[src/s2u_pkg.sv]
`timescale 1ns / 1ps
// ----------------------------------------------------------------------------
// s2u_pkg
// Shared types, constants and helpers for the sensor string to UTF-8 core.
// ----------------------------------------------------------------------------
package s2u_pkg;

    localparam int FMT_W = 2;

    typedef enum logic [FMT_W-1:0] {
        FMT_UNICODE32 = 2'd0,
        FMT_BCD_PLUS  = 2'd1,
        FMT_ASCII6    = 2'd2,
        FMT_LATIN1    = 2'd3
    } s2u_fmt_t;

    localparam logic [31:0] CP_MAX_1B = 32'h0000_007F;
    localparam logic [31:0] CP_MAX_2B = 32'h0000_07FF;
    localparam logic [31:0] CP_MAX_3B = 32'h0000_FFFF;
    localparam logic [31:0] CP_MAX    = 32'h0010_FFFF;

    localparam logic [7:0] ASCII6_BASE = 8'h20;
    localparam logic [7:0] LEAD_2B     = 8'hC0;
    localparam logic [7:0] LEAD_3B     = 8'hE0;
    localparam logic [7:0] LEAD_4B     = 8'hF0;
    localparam logic [7:0] CONT_BYTE   = 8'h80;

    // bcd plus character table, entry 15 first
    localparam logic [15:0][7:0] BCD_CHARS = {
        8'h5F, 8'h2C, 8'h3A, 8'h2E, 8'h2D, 8'h20, 8'h39, 8'h38,
        8'h37, 8'h36, 8'h35, 8'h34, 8'h33, 8'h32, 8'h31, 8'h30
    };

    typedef struct packed {
        logic [7:0] in_byte;
        logic       last_byte;
    } s2u_in_t;

    typedef struct packed {
        logic [7:0] out_char;
        logic       char_valid;
        logic       end_of_string;
    } s2u_out_t;

    typedef struct packed {
        logic [23:0] group_bytes;
        logic [1:0]  group_count;
        logic        at_first_byte;
        logic        output_stopped;
    } s2u_state_t;

    // up to four output bytes produced by one input byte
    typedef struct packed {
        logic [3:0][7:0] chars;
        logic [2:0]      count;
        logic            bare;
        logic            eos;
    } s2u_bundle_t;

    typedef struct packed {
        logic [3:0][7:0] chars;
        logic [2:0]      count;
    } s2u_enc_t;

    function automatic s2u_enc_t utf8_encode(input logic [31:0] cp);
        s2u_enc_t e;
        e.chars = '0;
        if (cp <= CP_MAX_1B) begin
            e.chars[0] = cp[7:0];
            e.count    = 3'd1;
        end else if (cp <= CP_MAX_2B) begin
            e.chars[0] = LEAD_2B | {3'b000, cp[10:6]};
            e.chars[1] = CONT_BYTE | {2'b00, cp[5:0]};
            e.count    = 3'd2;
        end else if (cp <= CP_MAX_3B) begin
            e.chars[0] = LEAD_3B | {4'b0000, cp[15:12]};
            e.chars[1] = CONT_BYTE | {2'b00, cp[11:6]};
            e.chars[2] = CONT_BYTE | {2'b00, cp[5:0]};
            e.count    = 3'd3;
        end else if (cp <= CP_MAX) begin
            e.chars[0] = LEAD_4B | {5'b00000, cp[20:18]};
            e.chars[1] = CONT_BYTE | {2'b00, cp[17:12]};
            e.chars[2] = CONT_BYTE | {2'b00, cp[11:6]};
            e.chars[3] = CONT_BYTE | {2'b00, cp[5:0]};
            e.count    = 3'd4;
        end else begin
            // replacement character
            e.chars[0] = 8'hEF;
            e.chars[1] = 8'hBF;
            e.chars[2] = 8'hBD;
            e.count    = 3'd3;
        end
        return e;
    endfunction

    function automatic logic [7:0] ascii6_char(input logic [5:0] code);
        return ASCII6_BASE + {2'b00, code};
    endfunction

endpackage

[src/s2u_decode.sv]
`timescale 1ns / 1ps
// ----------------------------------------------------------------------------
// s2u_decode
// Turns one raw string byte plus the running group state into the bundle
// of UTF-8 bytes it produces and the next group state.
// ----------------------------------------------------------------------------
module s2u_decode (
    input  s2u_pkg::s2u_in_t     item,
    input  s2u_pkg::s2u_fmt_t    fmt,
    input  s2u_pkg::s2u_state_t  st,
    output s2u_pkg::s2u_bundle_t bundle,
    output s2u_pkg::s2u_state_t  st_next
);
    import s2u_pkg::*;

    logic [7:0]  b;
    logic        empty_str;
    logic [31:0] cp;
    logic [23:0] gb_merged;
    logic [7:0]  b0;
    logic [7:0]  b1;
    logic [7:0]  b2;
    s2u_enc_t    enc;

    assign b         = item.in_byte;
    assign empty_str = st.at_first_byte && item.last_byte && (b == 8'h00);
    assign gb_merged = st.group_bytes | ({16'h0000, b} << {st.group_count, 3'b000});
    assign cp        = {b, st.group_bytes};

    // six-bit group sources: either a complete group or a padded short one
    always_comb begin
        if (st.group_count >= 2'd2) begin
            b0 = st.group_bytes[7:0];
            b1 = st.group_bytes[15:8];
            b2 = b;
        end else begin
            b0 = gb_merged[7:0];
            b1 = gb_merged[15:8];
            b2 = 8'h00;
        end
    end

    assign enc = utf8_encode(fmt == FMT_LATIN1 ? {24'h0, b} : cp);

    always_comb begin
        bundle        = '0;
        st_next       = st;
        st_next.at_first_byte = 1'b0;

        if (!empty_str) begin
            unique case (fmt)
                FMT_UNICODE32: begin
                    if (st.group_count == 2'd3) begin
                        st_next.group_bytes = '0;
                        st_next.group_count = '0;
                        if (!st.output_stopped) begin
                            if (cp == 32'h0) begin
                                st_next.output_stopped = 1'b1;
                            end else begin
                                bundle.chars = enc.chars;
                                bundle.count = enc.count;
                            end
                        end
                    end else begin
                        st_next.group_bytes = gb_merged;
                        st_next.group_count = st.group_count + 2'd1;
                    end
                end
                FMT_BCD_PLUS: begin
                    if (!st.output_stopped) begin
                        bundle.chars[0] = BCD_CHARS[b[7:4]];
                        bundle.chars[1] = BCD_CHARS[b[3:0]];
                        bundle.count    = 3'd2;
                    end
                end
                FMT_ASCII6: begin
                    if (st.group_count >= 2'd2) begin
                        st_next.group_bytes = '0;
                        st_next.group_count = '0;
                    end else begin
                        st_next.group_bytes = gb_merged;
                        st_next.group_count = st.group_count + 2'd1;
                    end
                    // six-bit characters are never zero and always one byte
                    if (!st.output_stopped &&
                        (st.group_count >= 2'd2 || item.last_byte)) begin
                        bundle.chars[0] = ascii6_char(b0[5:0]);
                        bundle.chars[1] = ascii6_char({b1[3:0], b0[7:6]});
                        bundle.chars[2] = ascii6_char({b2[1:0], b1[7:4]});
                        bundle.chars[3] = ascii6_char(b2[7:2]);
                        bundle.count    = 3'd4;
                    end
                end
                FMT_LATIN1: begin
                    if (!st.output_stopped) begin
                        if (b == 8'h00) begin
                            st_next.output_stopped = 1'b1;
                        end else begin
                            bundle.chars = enc.chars;
                            bundle.count = enc.count;
                        end
                    end
                end
                default: begin
                    bundle.count = '0;
                end
            endcase
        end

        if (item.last_byte) begin
            bundle.eos = 1'b1;
            if (bundle.count == 3'd0) begin
                bundle.chars = '0;
                bundle.count = 3'd1;
                bundle.bare  = 1'b1;
            end
            st_next.group_bytes    = '0;
            st_next.group_count    = '0;
            st_next.at_first_byte  = 1'b1;
            st_next.output_stopped = 1'b0;
        end
    end

endmodule

[src/sensor_string_to_utf8_core.sv]
`timescale 1ns / 1ps
// path: a request is held in the input register, then its bytes are loaded
// into the output drain register; the drain emits one output byte per cycle
// while m_ready is high, and the next bundle loads as its last byte is taken
// reset: synchronous active low, clears handshake, group state and format
// (format returns to 32-bit unicode)
// ----------------------------------------------------------------------------
// sensor_string_to_utf8_core
// Decodes sensor record string bytes in one of four formats into UTF-8.
// ----------------------------------------------------------------------------
module sensor_string_to_utf8_core (
    input  logic               aclk,
    input  logic               aresetn,
    input  logic               s_valid,
    output logic               s_ready,
    input  s2u_pkg::s2u_in_t   s_data,
    output logic               m_valid,
    input  logic               m_ready,
    output s2u_pkg::s2u_out_t  m_data,
    input  logic               cfg_wr_en,
    input  logic [1:0]         cfg_wr_data
);
    import s2u_pkg::*;

    s2u_fmt_t    fmt_reg;
    logic        in_vld_reg;
    s2u_in_t     in_data_reg;
    s2u_state_t  state_reg;
    s2u_state_t  state_next;
    s2u_bundle_t bundle;

    logic [3:0][7:0] drain_chars_reg;
    logic [1:0]      drain_idx_reg;
    logic [1:0]      drain_last_reg;
    logic            drain_bare_reg;
    logic            drain_eos_reg;
    logic            drain_vld_reg;

    logic drain_free;
    logic consume;
    logic drain_load;
    logic out_take;

    s2u_decode u_decode (
        .item    (in_data_reg),
        .fmt     (fmt_reg),
        .st      (state_reg),
        .bundle  (bundle),
        .st_next (state_next)
    );

    assign out_take   = m_valid && m_ready;
    assign drain_free = !drain_vld_reg || (out_take && drain_idx_reg == drain_last_reg);
    // requests that produce nothing pass without touching the drain
    assign consume    = in_vld_reg && (bundle.count == 3'd0 || drain_free);
    assign drain_load = consume && bundle.count != 3'd0;
    assign s_ready    = !in_vld_reg || consume;

    always_ff @(posedge aclk) begin
        if (!aresetn) begin
            fmt_reg <= FMT_UNICODE32;
        end else if (cfg_wr_en) begin
            fmt_reg <= s2u_fmt_t'(cfg_wr_data);
        end
    end

    always_ff @(posedge aclk) begin
        if (!aresetn) begin
            in_vld_reg <= 1'b0;
        end else if (s_ready) begin
            in_vld_reg <= s_valid;
        end
    end

    always_ff @(posedge aclk) begin
        if (s_valid && s_ready) begin
            in_data_reg <= s_data;
        end
    end

    always_ff @(posedge aclk) begin
        if (!aresetn) begin
            state_reg.group_bytes    <= '0;
            state_reg.group_count    <= '0;
            state_reg.at_first_byte  <= 1'b1;
            state_reg.output_stopped <= 1'b0;
        end else if (consume) begin
            state_reg <= state_next;
        end
    end

    always_ff @(posedge aclk) begin
        if (!aresetn) begin
            drain_vld_reg <= 1'b0;
            drain_idx_reg <= '0;
        end else if (drain_load) begin
            drain_vld_reg <= 1'b1;
            drain_idx_reg <= '0;
        end else if (out_take) begin
            if (drain_idx_reg == drain_last_reg) begin
                drain_vld_reg <= 1'b0;
            end else begin
                drain_idx_reg <= drain_idx_reg + 2'd1;
            end
        end
    end

    always_ff @(posedge aclk) begin
        if (drain_load) begin
            drain_chars_reg <= bundle.chars;
            drain_last_reg  <= 2'(bundle.count - 3'd1);
            drain_bare_reg  <= bundle.bare;
            drain_eos_reg   <= bundle.eos;
        end
    end

    assign m_valid              = drain_vld_reg;
    assign m_data.out_char      = drain_chars_reg[drain_idx_reg];
    assign m_data.char_valid    = !drain_bare_reg;
    assign m_data.end_of_string = drain_eos_reg && (drain_idx_reg == drain_last_reg);

endmodule
[config.mk]
export PLATFORM = sky130hd
export DESIGN_NAME = sensor_string_to_utf8_core
export DESIGN_NICKNAME = d
export VERILOG_FILES = /design/src/s2u_pkg.sv /design/src/s2u_decode.sv /design/src/sensor_string_to_utf8_core.sv
export SDC_FILE = /design/constraint.sdc
export NUM_CORES = 1
export LEC_CHECK = 0
export ABC_CLOCK_PERIOD_IN_PS = 4900
export BUFFER_PORTS_ARGS = -buffer_cell sky130_fd_sc_hd__buf_2
export CORE_ASPECT_RATIO = 0.5
export CORE_MARGIN = 2
export CORE_UTILIZATION = 45
export CTS_BUF_LIST = sky130_fd_sc_hd__clkbuf_16
export CTS_CLUSTER_DIAMETER = 50
export DETAILED_ROUTE_END_ITERATION = 8
export GPL_TIMING_DRIVEN = 0
export SETUP_SLACK_MARGIN = 0.5
export SLEW_MARGIN = 40
export SYNTH_ARGS = -nofsm -noshare
export SYNTH_HDL_FRONTEND = slang
export SYNTH_SLANG_ARGS = --single-unit
[constraint.sdc]
create_clock -name aclk -period 4.9 [get_ports aclk]
set_input_delay 1.225 -clock aclk [delete_from_list [all_inputs] [get_ports aclk]]
set_output_delay 1.225 -clock aclk [all_outputs]
set_load 0.03 [all_outputs]
==> flow_metrics.tcl <==
set metrics [dict create \
    cts_made_buffers 9 \
    fin_crit_sh_pct 88.0 \
    synthFlopType "dfxtp_1" \
    drive_above_1_share_pct 19.3 \
    power.share.clock_pct 36.4 \
    pin_count 28 \
    async_flop_share_pct 0 \
    fmax_mhz 232 \
    p_per_area_mw_per_mm2 297 \
    drt_pass1_iterations 7 \
    drv_cap 0 \
    ys_types 59 \
    cts_sinks 93 \
    grt_first_pass_wirelength_um 25900 \
    synth.area.top_cells "edfxtp_1, dfxtp_1, nor2_1" \
    path_depth 13 \
    drc_errors 0 \
    rsz0062_at_grt "yes" \
    path_delay_family "compound AO/OA/AOI/OAI gates" \
    switchingPower_uw 497 \
    synth_top_cell_area_share_pct 26.9 \
    seqPwrFrac_pct 49.3 \
    clock_skew_ns 0.0133 \
    grt_overflow_total 0 \
    whs_path_depth 2 \
    wire_per_inst_um 21.9 \
    synth_seq_area_share_pct 46.1 \
    yosys_warnings 0 \
    crit_required_ns 3.67 \
    die_w_um 153 \
    hold_slack_ns 0.496 \
    vias 4645 \
    die_h_um 78.7 \
    wirelength_um 16600 \
    fin_ws_ns 0.587 \
    period_needed_ns 4.31 \
    cp_max_fo 6 \
    comb_power_share_pct 14.3 \
    synth_common_cells "nor2_1, nand2_1, a21oi_1" \
    yosys.area.top_type "edfxtp_1" \
    cp.buffers_inverters 3 \
    hold_viol 0 \
    tightest_slew_ns 0.765 \
    row_count 27 \
    synthesis.nets 568 \
    clk_path_buf_depth 2 \
    antenna_found_initial 0 \
    nNetsFinal 631 \
    crit_top_cell "o31ai_4" \
    gp_congestion 1.05 \
    slowest_delay_ns 0.53 \
    grt_max_degree 22 \
    synth_edf_count 45 \
    track_usage_pct 28.6 \
    postSynthCellCount 547 \
    ant_nets 0 \
    syn_area_mm2 0.00502 \
    swShare_pct 28.0 \
    synth.avg_cell_area_um2 9.18 \
    finalSetupTns_ns 0 \
    regToRegSetupSlack_ns 1.03 \
    clock_latency_ns 0.35 \
    dp_hpwl_um 12000 \
    r2r_cells 13 \
    initial_core_util_pct 45.9 \
    via_per_inst 6.11 \
    n_antenna_cell 0 \
    area_growth_pct 19.1 \
    core_area_mm2 0.0109 \
    num-fill-cells 1043 \
    finalSetupViolCount 0 \
    intPower_uw 1280 \
    clk_transition_reported_paths_ns 0.07 \
    crit_type "reg2out" \
    worstSetupStartpointType "flop" \
    endpoint_kind "output port" \
    ys_ff_latch 93 \
    drtIter0Drc 478 \
    hold_path.class "reg2reg" \
    outcome "finished clean" \
    htree_levels 3 \
    die_area_mm2 0.0121 \
    cts_tree "done" \
    crit_path_top_delay_cell "edfxtp_1" \
    io_buffer_count 27 \
    peakVddDrop_v 0.000172 \
    postCtsHoldBufs 0 \
    yosysMostFrequentCell "nor2_1" \
    grt_pass1_vias 4332 \
    cp_cell_sequence "nor4_4, buf_4, nand3_4, o31ai_4, o31ai_4, and3_4, o31ai_4, buf_6, a21oi_4, ha_4, o21ai_4, nand3_2, buf_6" \
    drv_slew 0 \
    place_ws_ns 0.0665 \
    root_buffer "clkbuf_16" \
    slew_headroom_pct 48.5 \
    leakage_uw 0.00219 \
    crit_arrival_ns 3.09 \
]
placed cells by master (no fill, tap or decap), types with 4 or more instances in the layout:
| cell type | n |
|---|---|
| o22ai_1 | 4 |
| edfxtp_1 | 45 |
| and3_1 | 4 |
| nand2b_1 | 7 |
| mux2i_1 | 11 |
| buf_2 | 30 |
| mux4_2 | 8 |
| a21oi_1 | 50 |
| clkbuf_16 | 9 |
| inv_1 | 19 |
| a221oi_1 | 5 |
| a21boi_0 | 4 |
| nor2_1 | 75 |
| buf_6 | 4 |
| nand2_1 | 57 |
| a311oi_1 | 4 |
| nor3_1 | 11 |
| a21o_1 | 5 |
| nor2b_1 | 5 |
| buf_1 | 6 |
| o211ai_1 | 8 |
| o21ai_0 | 26 |
| dfxtp_1 | 47 |
| a22oi_1 | 5 |
| buf_4 | 26 |
| clkbuf_1 | 18 |
| o221ai_1 | 11 |
| nand3_1 | 7 |
| and2_1 | 4 |
| ha_1 | 4 |
| nand4_1 | 6 |
| a31oi_1 | 21 |
| clkbuf_2 | 5 |
cell type report:
cell class	instances	area, um2	share of cell area (%)
Timing Repair Buffer	52	337	5.63
Sequential cell	93	2310	38.7
Multi-Input combinational cell	399	2640	44.0
Clock buffer	9	225	3.76
Tap cell	145	181	3.03
Buffer	38	184	3.07
Clock inverter	7	42.5	0.711
Inverter	17	63.8	1.07
per-stage QoR:
| step | total power (uW) | cells | util (%) | area (um2) |
|---|---|---|---|---|
| 5_1_grt | 1840 | 760 | 54.7 | 5980 |
| 3_3_place_gp | 1110 | 719 | 48.8 | 5340 |
| 6_report | 1780 | 760 | 54.7 | 5980 |
| 2_1_floorplan | 1030 | 547 | - | 5020 |
| 4_1_cts | 1760 | 751 | 53.6 | 5860 |
| 3_5_place_dp | 1110 | 720 | 49.1 | 5370 |
what timing repair did:
| action | CTS | global route |
|---|---|---|
| pin swaps | 7 | 9 |
| setup endpoints to repair | 55 | 1 |
| resized for setup | 23 | 15 |
| setup buffers | 15 | 9 |
final timing paths:
path / startpoint / to
worst max-delay path: in_data_reg[3] / s_ready
worst min-delay path: state_reg[26] / state_reg[26]
worst min register to register: state_reg[26] / state_reg[26]
worst max register to register: state_reg[3] / in_data_reg[0]
tightest hold or removal path: stages (launching register included):
cell     delay, ns
dfxtp_1       0.34
a21oi_1       0.05
nor2_1        0.07
layer usage:
metal	wire length (um)	global-route usage, %
met5	0	0
met4	131	4.31
met3	2100	10.4
met2	6440	39.7
met1	7950	43.3
power groups by stage:
stage	clock network, uW	registers [uW]	logic, uW
floorplan	0	884	146
CTS	650	875	236
global route	683	880	275
global placement	0	892	219
finish	648	876	254
detailed placement	0	892	222
cell families (layout without fill, tap and decap cells):
family / count (synthesis) / count (layout) / synth area share (%)
compound gates: 168 / 168 / 22.0
xor+xnor: 4 / 4 / 0.698
simple gates: 200 / 200 / 18.7
flops: 93 / 93 / 46.1
mux: 22 / 22 / 6.68
buf+inv: 55 / 123 / 4.68
fa+ha+maj: 5 / 5 / 1.25
Note: power is estimated with default switching activity, not from simulation.
